==> config.mk <==
export PLATFORM = sky130hd
export DESIGN_NAME = accel_tilt_angle_with_zero_offset
export DESIGN_NICKNAME = d
export VERILOG_FILES = /design/src/sv/atilt_pkg.sv /design/src/sv/atilt_ctrl.sv /design/src/sv/atilt_dp.sv /design/src/sv/accel_tilt_angle_with_zero_offset.sv
export SDC_FILE = /design/constraint.sdc
export NUM_CORES = 2
export LEC_CHECK = 0
export BUFFER_PORTS_ARGS = -buffer_cell sky130_fd_sc_hd__clkbuf_2
export CORE_MARGIN = 10
export CORE_UTILIZATION = 67
export CTS_BUF_LIST = sky130_fd_sc_hd__clkbuf_4 sky130_fd_sc_hd__clkbuf_8
export DETAILED_ROUTE_END_ITERATION = 7
export GPL_TIMING_DRIVEN = 0
export PLACE_DENSITY = 0.84
export SKIP_CTS_REPAIR_TIMING = 1
export SYNTH_ARGS = -nofsm -noshare
export SYNTH_HDL_FRONTEND = slang
export SYNTH_SLANG_ARGS = --single-unit
==> constraint.sdc <==
create_clock -name clk -period 11.95 [get_ports clk]
set_input_delay 1.195 -clock clk [delete_from_list [all_inputs] [get_ports clk]]
set_output_delay 1.195 -clock clk [all_outputs]
set_load 0.01 [all_outputs]
==> src/sv/atilt_pkg.sv <==
package atilt_pkg;

  localparam int CordicIterations = 16;
  localparam int AngleFractionBits = 7;
  localparam int ItCntW = $clog2(CordicIterations + 1);
  localparam int SqW = 33;
  localparam int RootW = 17;
  localparam int CwW = 40;
  localparam int ZW = 24;
  localparam int RawW = 12;
  localparam int DiffW = 20;
  localparam logic signed [DiffW-1:0] AngLimit = DiffW'(336 <<< AngleFractionBits);

  localparam logic [1:0] CfgCorrX = 2'd0;
  localparam logic [1:0] CfgCorrY = 2'd1;
  localparam logic [1:0] CfgApply = 2'd2;

  typedef enum logic [3:0] {
    ST_IDLE, ST_SQ, ST_SQRT_INIT, ST_SQRT, ST_CORD_INIT, ST_CORD, ST_CORD_DONE,
    ST_FINISH, ST_OUT
  } atilt_state_t;

  typedef struct packed {
    logic load;
    logic sq;
    logic sqrt_init;
    logic sqrt_step;
    logic cord_init;
    logic cord_step;
    logic cord_done;
    logic pass_sel;
    logic finish;
  } atilt_cmd_t;

  typedef struct packed {
    logic sqrt_last;
    logic cord_last;
  } atilt_stat_t;

  function automatic logic signed [ZW-1:0] atan_q16(input logic [4:0] i);
    logic signed [ZW-1:0] v;
    unique case (i)
      5'd0: v = 24'sd2949120;  5'd1: v = 24'sd1740967;  5'd2: v = 24'sd919879;
      5'd3: v = 24'sd466945;   5'd4: v = 24'sd234379;   5'd5: v = 24'sd117304;
      5'd6: v = 24'sd58666;    5'd7: v = 24'sd29335;    5'd8: v = 24'sd14668;
      5'd9: v = 24'sd7334;     5'd10: v = 24'sd3667;    5'd11: v = 24'sd1833;
      5'd12: v = 24'sd917;     5'd13: v = 24'sd458;     5'd14: v = 24'sd229;
      5'd15: v = 24'sd115;     5'd16: v = 24'sd57;      5'd17: v = 24'sd29;
      5'd18: v = 24'sd14;      5'd19: v = 24'sd7;       5'd20: v = 24'sd4;
      5'd21: v = 24'sd2;       5'd22: v = 24'sd1;
      default: v = '0;
    endcase
    return v;
  endfunction

endpackage

==> src/sv/atilt_ctrl.sv <==
module atilt_ctrl
  import atilt_pkg::*;
(
  input  logic        clk,
  input  logic        rst_n,
  input  logic        in_valid,
  output logic        in_ready,
  output logic        out_valid,
  input  logic        out_ready,
  input  atilt_stat_t stat,
  output atilt_cmd_t  cmd
);

  atilt_state_t state_r, state_nxt;
  logic pass_r, pass_nxt;
  logic oval_r, oval_nxt;

  always_ff @(posedge clk) begin
    if (!rst_n) begin
      state_r <= ST_IDLE;
      pass_r <= 1'b0;
      oval_r <= 1'b0;
    end else begin
      state_r <= state_nxt;
      pass_r <= pass_nxt;
      oval_r <= oval_nxt;
    end
  end

  assign out_valid = oval_r;

  always_comb begin
    state_nxt = state_r;
    pass_nxt = pass_r;
    oval_nxt = oval_r;
    cmd = '0;
    cmd.pass_sel = pass_r;
    in_ready = 1'b0;
    if (oval_r && out_ready) oval_nxt = 1'b0;
    unique case (state_r)
      ST_IDLE: begin
        in_ready = 1'b1;
        if (in_valid) begin
          cmd.load = 1'b1;
          pass_nxt = 1'b0;
          state_nxt = ST_SQ;
        end
      end
      ST_SQ: begin
        cmd.sq = 1'b1;
        state_nxt = ST_SQRT_INIT;
      end
      ST_SQRT_INIT: begin
        cmd.sqrt_init = 1'b1;
        state_nxt = ST_SQRT;
      end
      ST_SQRT: begin
        cmd.sqrt_step = 1'b1;
        if (stat.sqrt_last) state_nxt = ST_CORD_INIT;
      end
      ST_CORD_INIT: begin
        cmd.cord_init = 1'b1;
        state_nxt = ST_CORD;
      end
      ST_CORD: begin
        cmd.cord_step = 1'b1;
        if (stat.cord_last) state_nxt = ST_CORD_DONE;
      end
      ST_CORD_DONE: begin
        cmd.cord_done = 1'b1;
        if (pass_r) begin
          state_nxt = ST_FINISH;
        end else begin
          pass_nxt = 1'b1;
          state_nxt = ST_CORD_INIT;
        end
      end
      ST_FINISH: begin
        if (!oval_nxt) begin
          cmd.finish = 1'b1;
          oval_nxt = 1'b1;
          state_nxt = ST_IDLE;
        end
      end
      default: state_nxt = ST_IDLE;
    endcase
  end

endmodule

==> src/sv/atilt_dp.sv <==
module atilt_dp
  import atilt_pkg::*;
(
  input  logic               clk,
  input  logic               rst_n,
  input  atilt_cmd_t         cmd,
  output atilt_stat_t        stat,
  input  logic               in_command,
  input  logic signed [15:0] in_accel_x,
  input  logic signed [15:0] in_accel_y,
  input  logic signed [15:0] in_accel_z,
  input  logic signed [6:0]  corr_x,
  input  logic signed [6:0]  corr_y,
  input  logic               apply,
  output logic signed [16:0] roll_angle,
  output logic signed [16:0] pitch_angle
);

  logic signed [15:0] ax_r, ay_r, az_r;
  logic cap_r;
  logic [SqW-1:0] vxz_r, vyz_r;
  logic [SqW-1:0] rxz_r, ryz_r;
  logic [4:0] scnt_r;
  logic [SqW-1:0] bit_w;
  logic [SqW-1:0] vxz_nxt, vyz_nxt, rxz_nxt, ryz_nxt;
  logic signed [CwW-1:0] cx_r, cy_r;
  logic signed [ZW-1:0] cz_r;
  logic [ItCntW-1:0] ccnt_r;
  logic zero_r;
  logic signed [RawW+4:0] rroll_r, rpitch_r;
  logic signed [15:0] zroll_r, zpitch_r;
  logic signed [16:0] roll_r, pitch_r;
  logic signed [ZW-1:0] zr;
  logic signed [RawW+4:0] ang;
  logic signed [31:0] sqx, sqy, sqz;

  assign bit_w = SqW'(1) << {scnt_r, 1'b0};
  assign stat.sqrt_last = (scnt_r == 5'd0);
  assign stat.cord_last = (ccnt_r == ItCntW'(CordicIterations - 1));

  function automatic void sq_step(input logic [SqW-1:0] v, input logic [SqW-1:0] r,
                                  input logic [SqW-1:0] b,
                                  output logic [SqW-1:0] vo, output logic [SqW-1:0] ro);
    if (v >= r + b) begin
      vo = v - (r + b);
      ro = (r >> 1) + b;
    end else begin
      vo = v;
      ro = r >> 1;
    end
  endfunction

  always_comb begin
    sq_step(vxz_r, rxz_r, bit_w, vxz_nxt, rxz_nxt);
    sq_step(vyz_r, ryz_r, bit_w, vyz_nxt, ryz_nxt);
  end

  function automatic logic signed [DiffW-1:0] fin(input logic signed [RawW+4:0] raw,
                                                  input logic signed [15:0] off,
                                                  input logic signed [6:0] corr,
                                                  input logic ap);
    logic signed [DiffW-1:0] d;
    d = DiffW'(raw) - DiffW'(off);
    if (ap) d = ((d + (d <<< 1) + DiffW'(1)) >>> 1) + (DiffW'(corr) <<< AngleFractionBits);
    if (d > AngLimit) d = AngLimit;
    else if (d < -AngLimit) d = -AngLimit;
    return d;
  endfunction

  function automatic logic signed [15:0] sat16(input logic signed [RawW+4:0] v);
    if (v > 32767) return 16'sh7fff;
    if (v < -32768) return -16'sh8000;
    return 16'(v);
  endfunction

  assign zr = cz_r + (ZW'(1) <<< (15 - AngleFractionBits));
  assign ang = zero_r ? '0 : (RawW+5)'(zr >>> (16 - AngleFractionBits));

  always_ff @(posedge clk) begin
    if (!rst_n) begin
      zroll_r <= '0;
      zpitch_r <= '0;
    end else if (cmd.finish && cap_r) begin
      zroll_r <= sat16(rroll_r);
      zpitch_r <= sat16(rpitch_r);
    end
  end

  always_ff @(posedge clk) begin
    if (cmd.load) begin
      ax_r <= in_accel_x;
      ay_r <= in_accel_y;
      az_r <= in_accel_z;
      cap_r <= in_command;
    end
    if (cmd.sq) begin
      vxz_r <= SqW'($unsigned(sqx)) + SqW'($unsigned(sqz));
      vyz_r <= SqW'($unsigned(sqy)) + SqW'($unsigned(sqz));
    end
    if (cmd.sqrt_init) begin
      rxz_r <= '0;
      ryz_r <= '0;
      scnt_r <= 5'd16;
    end
    if (cmd.sqrt_step) begin
      vxz_r <= vxz_nxt;
      vyz_r <= vyz_nxt;
      rxz_r <= rxz_nxt;
      ryz_r <= ryz_nxt;
      scnt_r <= scnt_r - 5'd1;
    end
    if (cmd.cord_init) begin
      if (!cmd.pass_sel) begin
        cx_r <= CwW'(rxz_r[RootW-1:0]) <<< 14;
        cy_r <= CwW'(ay_r) <<< 14;
        zero_r <= (ay_r == 0) && (rxz_r == 0);
      end else begin
        cx_r <= CwW'(ryz_r[RootW-1:0]) <<< 14;
        cy_r <= CwW'(ax_r) <<< 14;
        zero_r <= (ax_r == 0) && (ryz_r == 0);
      end
      cz_r <= '0;
      ccnt_r <= '0;
    end
    if (cmd.cord_step) begin
      if (cy_r >= 0) begin
        cx_r <= cx_r + (cy_r >>> ccnt_r);
        cy_r <= cy_r - (cx_r >>> ccnt_r);
        cz_r <= cz_r + atan_q16(5'(ccnt_r));
      end else begin
        cx_r <= cx_r - (cy_r >>> ccnt_r);
        cy_r <= cy_r + (cx_r >>> ccnt_r);
        cz_r <= cz_r - atan_q16(5'(ccnt_r));
      end
      ccnt_r <= ccnt_r + 1'b1;
    end
    if (cmd.cord_done) begin
      if (!cmd.pass_sel) rroll_r <= ang;
      else rpitch_r <= -ang;
    end
    if (cmd.finish) begin
      roll_r <= 17'(fin(rroll_r, zroll_r, corr_x, apply));
      pitch_r <= 17'(fin(rpitch_r, zpitch_r, corr_y, apply));
    end
  end

  assign sqx = ax_r * ax_r;
  assign sqy = ay_r * ay_r;
  assign sqz = az_r * az_r;
  assign roll_angle = roll_r;
  assign pitch_angle = pitch_r;

endmodule

==> src/sv/accel_tilt_angle_with_zero_offset.sv <==
// Accelerometer tilt angles (roll and pitch) with stored zero offsets.
// A request on the in_ channel carries one accelerometer sample and a command:
// 0 measures, 1 also captures the raw angles of this sample as new offsets.
// The result on the out_ channel gives roll and pitch in 1/128 degree,
// measured against the offsets in force before this request.
// The cfg_ channel writes correction_x (0), correction_y (1) and
// apply_correction (2); other indexes are ignored. Write only while idle.
// From acceptance to out_valid a request passes the setup steps (squaring
// and square-root init), a shared two-lane integer square root, two CORDIC
// vectoring passes (load, 16 iterations, store) on one shared rotator,
// and a finish step.
// One request is in flight at a time; no new request is taken until it is done.
// A finished result waits in the output register while the next request is
// already being worked on; the block stalls only before overwriting it.
// Reset clears offsets to zero, corrections to zero and apply_correction to 1.
module accel_tilt_angle_with_zero_offset
  import atilt_pkg::*;
(
  input  logic               clk,
  input  logic               rst_n,
  input  logic               in_valid,
  output logic               in_ready,
  input  logic               in_command,
  input  logic signed [15:0] in_accel_x,
  input  logic signed [15:0] in_accel_y,
  input  logic signed [15:0] in_accel_z,
  output logic               out_valid,
  input  logic               out_ready,
  output logic signed [16:0] out_roll_angle,
  output logic signed [16:0] out_pitch_angle,
  input  logic               cfg_valid,
  output logic               cfg_ready,
  input  logic [1:0]         cfg_index,
  input  logic [6:0]         cfg_data
);

  atilt_cmd_t cmd;
  atilt_stat_t stat;
  logic signed [6:0] corr_x_r, corr_y_r;
  logic apply_r;

  assign cfg_ready = 1'b1;

  always_ff @(posedge clk) begin
    if (!rst_n) begin
      corr_x_r <= '0;
      corr_y_r <= '0;
      apply_r <= 1'b1;
    end else if (cfg_valid) begin
      if (cfg_index == CfgCorrX) corr_x_r <= cfg_data;
      else if (cfg_index == CfgCorrY) corr_y_r <= cfg_data;
      else if (cfg_index == CfgApply) apply_r <= cfg_data[0];
    end
  end

  atilt_ctrl u_ctrl (
    .clk, .rst_n, .in_valid, .in_ready, .out_valid, .out_ready, .stat, .cmd
  );

  atilt_dp u_dp (
    .clk, .rst_n, .cmd, .stat, .in_command, .in_accel_x, .in_accel_y, .in_accel_z,
    .corr_x(corr_x_r), .corr_y(corr_y_r), .apply(apply_r),
    .roll_angle(out_roll_angle), .pitch_angle(out_pitch_angle)
  );

endmodule

==> impl_metrics.yaml <==
run_status:
  status: "completed"
logic_synthesis:
  synth-main-ff-cell: "edfxtp_1"
  yosysWarnings: 0
  synthSimpleGateAreaFrac_pct: 14.0
  synthAdderAreaFrac_pct: 32.3
  ys_seq_area_share_pct: 17.5
  synth_area_leader_cell: "fa_1"
  syn_nets: 9371
  synth_top_family_by_area: "adder cells"
  muxShareOfSynthArea_pct: 5.60
  synth.most_common_cell: "inv_1"
  avgSynthCellArea_um2: 8.93
  synthXorXnorAreaFrac_pct: 7.26
  ys_seq_elements: 436
  netlist_instances: 7920
  yosys.area.top_type_share_pct: 20.5
  synth_edf_count: 362
  ys_types: 94
  syn_area_um2: 70700
  synth_compound_area_share_pct: 15.6
  synth_area_leaders: "fa_1 21%, edfxtp_1 15%, ha_1 12%, inv_1 6.1%, xnor2_1 4.3%"
  synthTopCellsByCount: "1145 x inv_1, 725 x fa_1, 702 x nand2_1"
  ys_async_sr_fraction_pct: 0
timing:
  slew_violations: 0
  fin_crit_sh_pct: 85.6
  fin_crit_ns: 10.23
  fin_skew_ns: 0.0722
  rsz0062_at_grt: "no"
  slew_headroom_pct: 9.01
  fin_setup_tns_ns: 0
  hold_viol_final: 0
  setup_viol: 0
  worst_pin_slew_ns: 1.35
  fmax_mhz: 97.8
min_path:
  hold_path_depth: 2
  hp-start: "u_dp.zpitch_r[15]"
  hp-class: "reg2reg"
worst_setup_path:
  r2r_end: "u_dp.vyz_r[32]"
  worstReg2RegStart: "u_dp.az_r[1]"
  end_kind: "flop"
  start_kind: "flop"
  slowest_stage: "clkbuf_1"
  cp.arrival_ns: 10.70
  crit_start: "u_dp.az_r[1]"
  max_stage_delay_ns: 0.54
  required_ns: 12.43
  crit_type: "reg2reg"
  cp-endpoint: "u_dp.vyz_r[32]"
  path_common_cell: "fa_1"
  rrSetupSlack_ns: 1.72
  path_max_fanout: 10
  r2r_cells: 37
clocking:
  cts-buffers-inserted: 86
  cts_max_level: 3
  cts_tree: "yes"
  clock_sinks: 436
  path_clk_slew_ns: 0.07
  worstSkewPairLatency_ns: 0.81
  cts-root-buf: "clkbuf_8"
  cts_buffer_depth: 3
grt:
  grt_pass1_wl_um: 337000
  antenna_found_initial: 5
  grt_pass1_vias: 61100
  gr-usage-all-layers_pct: 36.2
  grt_max_degree: 61
  gr-total-overflow: 0
route:
  finalWirelength_um: 218000
  drtIter0Drc: 6419
  drc: 0
  drt-pass1-iter-count: 8
  antenna_left: 0
  vias: 61200
  viasPerCell: 6.39
  wl_per_cell_um: 22.7
layout:
  finalInstanceArea_um2: 75100
  num-nets-final: 9566
  area_growth_pct: 6.19
  drive_gt1_share_pct: 6.55
place:
  gp_congestion: 1.06
  dpl_cell_area_um2: 73200
  dp_hpwl_um: 176000
  portBuffers: 98
die:
  fp.dieW_um: 345
  pin_count: 100
  initial_core_util_pct: 67.3
  core_area_um2: 105000
  row_count: 119
  die_height_um: 345
  dieArea_um2: 119000
flow_run:
  cap_violations: 0
==> logic make-up after synthesis <==
| logic type | count (synthesis) |
|---|---|
| and+or+nand+nor | 2100 |
| AOI/OAI and AO/OA | 1719 |
| other | 1 |
| muxes | 257 |
| adders and majority gates | 1390 |
| xor gates and xnor gates | 583 |
| buffers and inverters | 1434 |
| DFF | 436 |
==> layout by cell type (no fill, tap or decap), types with 36 or more instances in the layout <==
master and instances:
nor2_1 549, nand4_1 36, a31o_2 43, nor3_1 117, nand2b_1 71, nand2_1 702, xor2_1 237, o21a_1 61
buf_1 38, a211oi_1 70, a21oi_1 443, or3_1 62, mux2i_1 96, a21o_1 188, clkbuf_1 219, o21ai_0 396
mux4_2 104, o21bai_1 74, clkbuf_8 93, and3_1 69, nor2b_1 82, clkbuf_2 98, ha_1 663, nand3_1 92
xnor2_1 344, fa_1 725, and2_1 155, o31ai_1 40, mux2_2 54, a21boi_0 58, nor4_1 47, edfxtp_1 362
a31oi_1 86, inv_1 1145, dfxtp_1 74
==> layout make-up <==
class                      instances  area [um^2]
fill                            8054        30000
clock buffer                     110         1410
tap                             1391         1740
inverter                        1149         4310
antenna                            2         5.00
timing repair buffer             107          666
sequential                       436        12400
multi-input combinational       6050        52900
buffer                           285         1190
clock inverter                    49          500
==> worst max-delay path: cells and delay by family, from the launching register on <==
kind / cells / cell delay, ns
xor gates and xnor gates: 1 / 0.37
AOI/OAI and AO/OA: 16 / 3.23
and+or+nand+nor: 7 / 0.98
adders and majority gates: 8 / 3.73
buffers and inverters: 5 / 1.21
DFF: 1 / 0.42
==> state kept, by name, summed over array words and instances, names as in the netlist, 3 cells and up, named ones only <==
register,count
u_dp.zroll_r,16
u_dp.cy_r,40
u_dp.rroll_r,15
u_dp.az_r,16
u_dp.ax_r,16
u_dp.zpitch_r,16
u_dp.ryz_r,33
corr_y_r,7
u_dp.vxz_r,33
u_dp.rpitch_r,17
u_dp.roll_angle,17
u_dp.vyz_r,33
u_dp.rxz_r,33
u_ctrl.state_r,3
u_dp.pitch_angle,17
u_dp.scnt_r,5
u_dp.ccnt_r,5
u_dp.ay_r,16
u_dp.cz_r,24
u_dp.cx_r,40
corr_x_r,7
==> how the worst min path moves through the flow <==
stage                     slack (ns)           endpoint
after floorplan                 0.44  u_dp.zpitch_r[15]
after global placement          0.45    u_dp.zroll_r[1]
after detailed placement        0.46  u_dp.zpitch_r[15]
after CTS                       0.47  u_dp.zpitch_r[15]
after global routing            0.48    u_dp.zroll_r[2]
final                           0.46  u_dp.zpitch_r[15]
==> metrics by stage <==
stage	instances	hold WS, ns	setup WS [ns]	util, %
after floorplan	7920	0.443	3.56	-
after global placement	9409	0.452	2.00	69.4
after detailed placement	9418	0.457	1.96	69.6
after CTS	9577	0.466	1.91	71.4
after global routing	9579	0.483	1.04	71.4
final	9579	0.462	1.72	71.4
==> metal layers <==
layer | track usage [%] | share of wire, %
met5 | 0 | 0.0060
met4 | 21.1 | 6.9
met3 | 7.30 | 10
met2 | 58.3 | 46
met1 | 45.2 | 37
Power is not shown: default switching activity piles up to over one toggle a cycle in this logic, so the estimate is an artifact.
